`config.mk`:
```
export PLATFORM = sky130hd
export DESIGN_NAME = plnr_csr
export DESIGN_NICKNAME = d
export VERILOG_FILES = /design/src/sv/plnr_pkg.sv /design/src/sv/plnr_csr.sv
export SDC_FILE = /design/constraint.sdc
export NUM_CORES = 1
export LEC_CHECK = 0
export BUFFER_PORTS_ARGS = -buffer_cell sky130_fd_sc_hd__buf_2
export CORE_MARGIN = 8
export CORE_UTILIZATION = 27
export CTS_CLUSTER_SIZE = 8
export DETAILED_ROUTE_END_ITERATION = 12
export GPL_TIMING_DRIVEN = 0
export HOLD_SLACK_MARGIN = 0.08
export PLACE_DENSITY_LB_ADDON = 0.2
export SKIP_LAST_GASP = 1
export SLEW_MARGIN = 5
export SYNTH_ARGS = -nofsm -noshare
export SYNTH_HDL_FRONTEND = slang
export SYNTH_SLANG_ARGS = --single-unit
```
`constraint.sdc`:
```
create_clock -name clock -period 0.8 [get_ports clock]
set_input_delay 0.04 -clock clock [delete_from_list [all_inputs] [get_ports clock]]
set_output_delay 0.04 -clock clock [all_outputs]
set_load 0.005 [all_outputs]
```
`src/sv/plnr_pkg.sv`:
```
// ---------------------------------------------------------------------------
// plnr_pkg
// Shared types, codes, glyph ROM and constants of the page LCD renderer.
// ---------------------------------------------------------------------------
`timescale 1ns / 1ps
`default_nettype none

package plnr_pkg;

   typedef enum logic [1:0] {
      CMD_CLEAR  = 2'd0,
      CMD_NUMBER = 2'd1,
      CMD_SYMBOL = 2'd2,
      CMD_EMIT   = 2'd3
   } cmd_type;

   typedef enum logic [2:0] {
      ST_CLEAR,
      ST_IDLE,
      ST_EMIT,
      ST_DIV,
      ST_DIGIT,
      ST_SIGN,
      ST_PAINT
   } state_type;

   // configuration port
   localparam int          CSR_ADDR_W         = 3;
   localparam logic        REG_START_COLUMN   = 1'b0;
   localparam logic [7:0]  START_COLUMN_RESET = 8'd30;

   // panel command bytes
   localparam logic [7:0]  PANEL_CMD_PAGE     = 8'hB0;
   localparam logic [7:0]  PANEL_CMD_COL_LOW  = 8'h00;
   localparam logic [7:0]  PANEL_CMD_COL_HIGH = 8'h10;

   // divide by ten: q = (v * 52429) >> 19, exact for v below 43690
   localparam logic [15:0] DIV10_RECIP = 16'd52429;
   localparam int          DIV10_SHIFT = 19;

   localparam int          GLYPH_COUNT = 12;
   localparam int          GLYPH_COLS  = 9;
   localparam logic [3:0]  GLYPH_PLUS  = 4'd0;
   localparam logic [3:0]  GLYPH_MINUS = 4'd1;
   localparam logic [3:0]  GLYPH_ZERO  = 4'd2;

   localparam logic [7:0] GLYPH_ROM [GLYPH_COUNT][GLYPH_COLS] = '{
      '{8'h00, 8'h00, 8'h00, 8'h20, 8'h70, 8'h20, 8'h00, 8'h00, 8'h00},
      '{8'h00, 8'h00, 8'h00, 8'h00, 8'hF0, 8'h00, 8'h00, 8'h00, 8'h00},
      '{8'hF0, 8'h90, 8'h90, 8'h90, 8'h90, 8'h90, 8'h90, 8'h90, 8'hF0},
      '{8'h20, 8'h60, 8'hA0, 8'h20, 8'h20, 8'h20, 8'h20, 8'h20, 8'hF0},
      '{8'hF0, 8'h90, 8'h10, 8'h10, 8'h10, 8'h20, 8'h40, 8'h80, 8'hF0},
      '{8'hF0, 8'h10, 8'h10, 8'h10, 8'hF0, 8'h10, 8'h10, 8'h10, 8'hF0},
      '{8'h90, 8'h90, 8'h90, 8'h90, 8'hF0, 8'h10, 8'h10, 8'h10, 8'h10},
      '{8'hF0, 8'h80, 8'h80, 8'h80, 8'hF0, 8'h10, 8'h10, 8'h10, 8'hF0},
      '{8'hF0, 8'h80, 8'h80, 8'h80, 8'hF0, 8'h90, 8'h90, 8'h90, 8'hF0},
      '{8'hF0, 8'h10, 8'h10, 8'h10, 8'h10, 8'h10, 8'h10, 8'h10, 8'h10},
      '{8'hF0, 8'h90, 8'h90, 8'h90, 8'hF0, 8'h90, 8'h90, 8'h90, 8'hF0},
      '{8'hF0, 8'h90, 8'h90, 8'h90, 8'hF0, 8'h10, 8'h10, 8'h10, 8'hF0}
   };

   // map an ASCII code to a ROM index; bit 4 flags a hit
   function automatic logic [4:0] glyph_find(input logic [7:0] code);
      logic [4:0] res;
      res = 5'd0;
      if (code == 8'h2B) begin
         res = {1'b1, GLYPH_PLUS};
      end else if (code == 8'h2D) begin
         res = {1'b1, GLYPH_MINUS};
      end else if (code >= 8'h30 && code <= 8'h39) begin
         res = {1'b1, 4'(code[3:0] + GLYPH_ZERO)};
      end
      return res;
   endfunction

   // one column byte of a glyph; columns past the ROM width are blank
   function automatic logic [7:0] glyph_column(input logic [3:0] idx, input logic [3:0] col);
      logic [7:0] res;
      res = 8'h00;
      if (int'(idx) < GLYPH_COUNT && int'(col) < GLYPH_COLS) begin
         res = GLYPH_ROM[idx][col];
      end
      return res;
   endfunction

endpackage

`default_nettype wire

```
`src/sv/plnr_csr.sv`:
```
// ---------------------------------------------------------------------------
// plnr_csr
// APB register slice holding the panel start column.
// ---------------------------------------------------------------------------
`timescale 1ns / 1ps
`default_nettype none

module plnr_csr (
   input  wire logic                            clock,
   input  wire logic                            reset,
   input  wire logic                            psel,
   input  wire logic                            penable,
   input  wire logic                            pwrite,
   input  wire logic [plnr_pkg::CSR_ADDR_W-1:0] paddr,
   input  wire logic [31:0]                     pwdata,
   output logic      [31:0]                     prdata,
   output logic                                 pready,
   output logic      [7:0]                      start_column
);
   import plnr_pkg::*;

   logic [7:0] start_column_ff;
   logic [7:0] start_column_in;
   logic       hit;

   assign hit    = (paddr[CSR_ADDR_W-1] == REG_START_COLUMN);
   assign pready = 1'b1;

   always_comb begin
      start_column_in = start_column_ff;
      if (psel && penable && pwrite && hit) begin
         start_column_in = pwdata[7:0];
      end
   end

   always_ff @(posedge clock) begin
      if (reset) begin
         start_column_ff <= START_COLUMN_RESET;
      end else begin
         start_column_ff <= start_column_in;
      end
   end

   assign prdata       = hit ? {24'h000000, start_column_ff} : 32'h00000000;
   assign start_column = start_column_ff;

endmodule

`default_nettype wire

```
=== After elaboration in Yosys (flattened, before gate mapping) ===
Index checks and enable logic that the tools add are counted.

* Logic and storage cells: 6
* Register bits: 8
* Bits of input ports: 40

* Reduce and logical (&&, ||, !) cells: 3
* Multiplexer cells: 1
* Bitwise logic cells: 1

{| class="wikitable"
|+ Operators by type and width
! kind !! count
|-
| 2-to-1 mux 8 bit || 1
|-
| logical AND 1 bit || 3
|-
| inverter 1 bit || 1
|}

=== Depth between registers and ports, before layout ===
* Word-level depth: 3
* Mapped depth: 3

=== Worst setup path after synthesis ===
Ideal clock, no wire load.

* Kind: input to register
* Start point: input paddr[2] in the netlist's numbering
* End point: register start_column_ff[0], in the netlist start_column[0]
* Slack: 0.151 ns
* Cell stages on the path: 3
* Path buffers: 1
* Data required time: 0.728 ns
* Arrival: 0.578 ns
* Path through: and4b_1 buf_6 mux2i_1

* Longest elaborated chain between the ends: 2

{| class="wikitable"
|+ RTL lines
! element !! line !! RTL
|-
| start, declared || plnr_csr.sv:14 || <nowiki>input wire logic [plnr_pkg::CSR_ADDR_W-1:0] paddr,</nowiki>
|-
| inverter 1 bit || plnr_csr.sv:26 || <nowiki>assign hit = (paddr[CSR_ADDR_W-1] == REG_START_COLUMN);</nowiki>
|-
| logical AND 1 bit || plnr_csr.sv:31 || <nowiki>if (psel && penable && pwrite && hit) begin</nowiki>
|-
| end signal, assigned || plnr_csr.sv:40 || <nowiki>start_column_ff <= start_column_in;</nowiki>
|-
| end, declared || plnr_csr.sv:22 || <nowiki>logic [7:0] start_column_ff;</nowiki>
|}

Every way passes these cells.
A chain may end at the register's enable or synchronous reset.

=== Worst setup path in the final report ===
* Start point: register start_column_ff[0], in the netlist start_column[0]
* End point: output prdata[0]

* Longest elaborated chain between the ends: 1

{| class="wikitable"
|+ RTL lines
! element !! line !! RTL
|-
| 2-to-1 mux 8 bit || plnr_csr.sv:44 || <nowiki>assign prdata = hit ? {24'h000000, start_column_ff} : 32'h00000000;</nowiki>
|-
| end, declared || plnr_csr.sv:16 || <nowiki>output logic [31:0] prdata,</nowiki>
|}

Every way passes these cells.

==> out/qor.csv <==
metric,value,unit
status,finished with violations,
violations,negative setup slack,
power.total,1.03,mW
endpoint,prdata[0],
cts.clk_slew.worst_paths,0.05,ns
syn_area,611,µm²
globalRouteOverflowTotal,0,
start_util,28.1,%
synthCells,70,
dr.pass1.iters,4,
grt_max_degree,11,
track_usage,8.04,%
port_buffers,29,
setup_slack,-0.118,ns
min_period,0.918,ns
chipHeight,63.6,µm
critPathLaunchType,flop,
nFillCells,218,
maxSlewViolCount,0,
ys_seq_area_share,26.2,%
crit_path_end_kind,primary output,
rows,17,
hold_path_class,primary input to flop,
routed_wl,1700,µm
rsz0062_at_grt,true,
clock_skew,0,ns
via_per_inst,3.40,
final_layout_size_suffix_gt1_share,56.9,%
cts_root_buf,clkbuf_4,
peakVddDrop,639,µV
worst-r2r-cell-count,3,
core,2170,µm²
antenna_left,0,
total_leakage_power,0.587,nW
max_freq,1090,MHz
die_w,63.6,µm
dieArea,4040,µm²
clock_latency,0.25,ns
slowest_delay,0.33,ns
largest_reg_flops,8,
fin_crit_sh,115,%
diodes,0,
grt_pass1_vias,604,
rr_startpoint,start_column[2]$_SDFFE_PP1P_,
cts_tree,built,
htreeDepth,1,
reg2reg_slack,0.09,ns
crit_arrival,0.88,ns
rr_endpoint,start_column[2]$_SDFFE_PP1P_,
gp_congestion,0.663,
path_max_fanout,3,
synth_cell_types,10,
finalSetupViolCount,12,
ys_warn_count,0,
worstSetupPathType,flop to primary output,
crit_slowest_cell,dfxtp_2,
area_growth,79.7,%
antenna_found_initial,0,
worstPathCellList,and2b_2 -> buf_6,
cts_buffers,3,
cp.required,0.76,ns
mostFrequentLayoutCells,"buf_4 (25), conb_1 (25), buf_2 (19)",
drc,0,
cts.sinks,8,
cap_violations,0,
synth_area_per_cell,8.72,µm²
dp_hpwl,1280,µm
final_nets,179,
grt_pass1_wl,2630,µm
routed-via-count,561,
io_pins,81,
ys_ff_latch,8,
cts_buffer_depth,2,
avgRoutedWirePerCell,10.3,µm
drt-initial-drc-count,2,
hold_viol,0,
p_per_area,935,nW/µm²
cp-startpoint,start_column[0]$_SDFFE_PP0P_,
final_util,50.6,%
-- repair_timing --
action                                  CTS  global route
gates resized for setup                   9            13
hold buffers                              8             0
setup buffers                             4             0
endpoints found under the hold margin     8             0
endpoints found under the setup margin    9            12
-- per-layer routing --
| layer | wire length (µm) | global-route usage (%) |
|---|---|---|
| met5 | 0 | 0 |
| met4 | 0 | 3.34 |
| met3 | 231 | 6.18 |
| met2 | 857 | 14.1 |
| met1 | 615 | 6.59 |
-- cell usage after synthesis --
master,n,area share [%]
and2b_2,8,11
and4b_1,1,1.6
buf_4,25,31
buf_6,1,1.8
clkbuf_1,1,0.61
conb_1,2,1.2
dfxtp_1,8,26
mux2i_1,8,13
nand2b_1,8,8.2
nor2_1,8,4.9
-- layout make-up --
cell class                      instances  area, µm²  area share (%)
Buffer                                 27        203            18.5
Clock buffer                            3       22.5            2.05
Multi-Input combinational cell         58        334            30.4
Sequential cell                         8        170            15.5
Tap cell                               28       35.0            3.19
Timing Repair Buffer                   41        333            30.3
-- where the power goes --
part | switching, mW | internal (mW)
Clock | 0.133 | 0.171
Combinational | 0.108 | 0.198
Sequential | 0.00581 | 0.409
-- through the flow --
| step | setup slack [ns] | hold WS, ns | TNS [ns] | std cells | cell area (µm²) |
|---|---|---|---|---|---|
| floorplan | 0.151 | 0.195 | 0 | 93 | 697 |
| global placement | -0.0862 | 0.297 | -0.658 | 150 | 877 |
| detailed placement | -0.127 | 0.314 | -0.821 | 150 | 877 |
| CTS | -0.132 | 0.0944 | -1.19 | 165 | 1030 |
| global route | -0.159 | 0.140 | -1.36 | 165 | 1100 |
| finish | -0.118 | 0.111 | -0.932 | 165 | 1100 |
-- cells by family (layout without fill, tap and decap cells) --
| logic type | Yosys count | count (layout) | share of synthesized area, % |
|---|---|---|---|
| buffers and inverters | 27 | 71 | 33.2 |
| DFF | 8 | 8 | 26.2 |
| muxes | 8 | 8 | 13.1 |
| and+or+nand+nor | 25 | 25 | 26.2 |
| other | 2 | 25 | 1.23 |
-- critical path, delay by kind of cell (launching register included) --
family        cells  cell delay [ns]
buf+inv           1             0.11
flops             1             0.33
simple gates      1             0.19
-- how the worst min path moves through the flow --
stage	to	depth (start not counted)	slack, ns	from
2_1_floorplan	start_column[5]$_SDFFE_PP0P_	2	0.19	pwdata[5]
3_3_place_gp	start_column[4]$_SDFFE_PP1P_	3	0.30	pwdata[4]
3_5_place_dp	start_column[3]$_SDFFE_PP1P_	3	0.31	pwdata[3]
4_1_cts	start_column[7]$_SDFFE_PP0P_	3	0.09	reset
5_1_grt	start_column[5]$_SDFFE_PP0P_	3	0.14	reset
6_report	start_column[7]$_SDFFE_PP0P_	3	0.11	reset
Power figures use the tool's default switching activity.
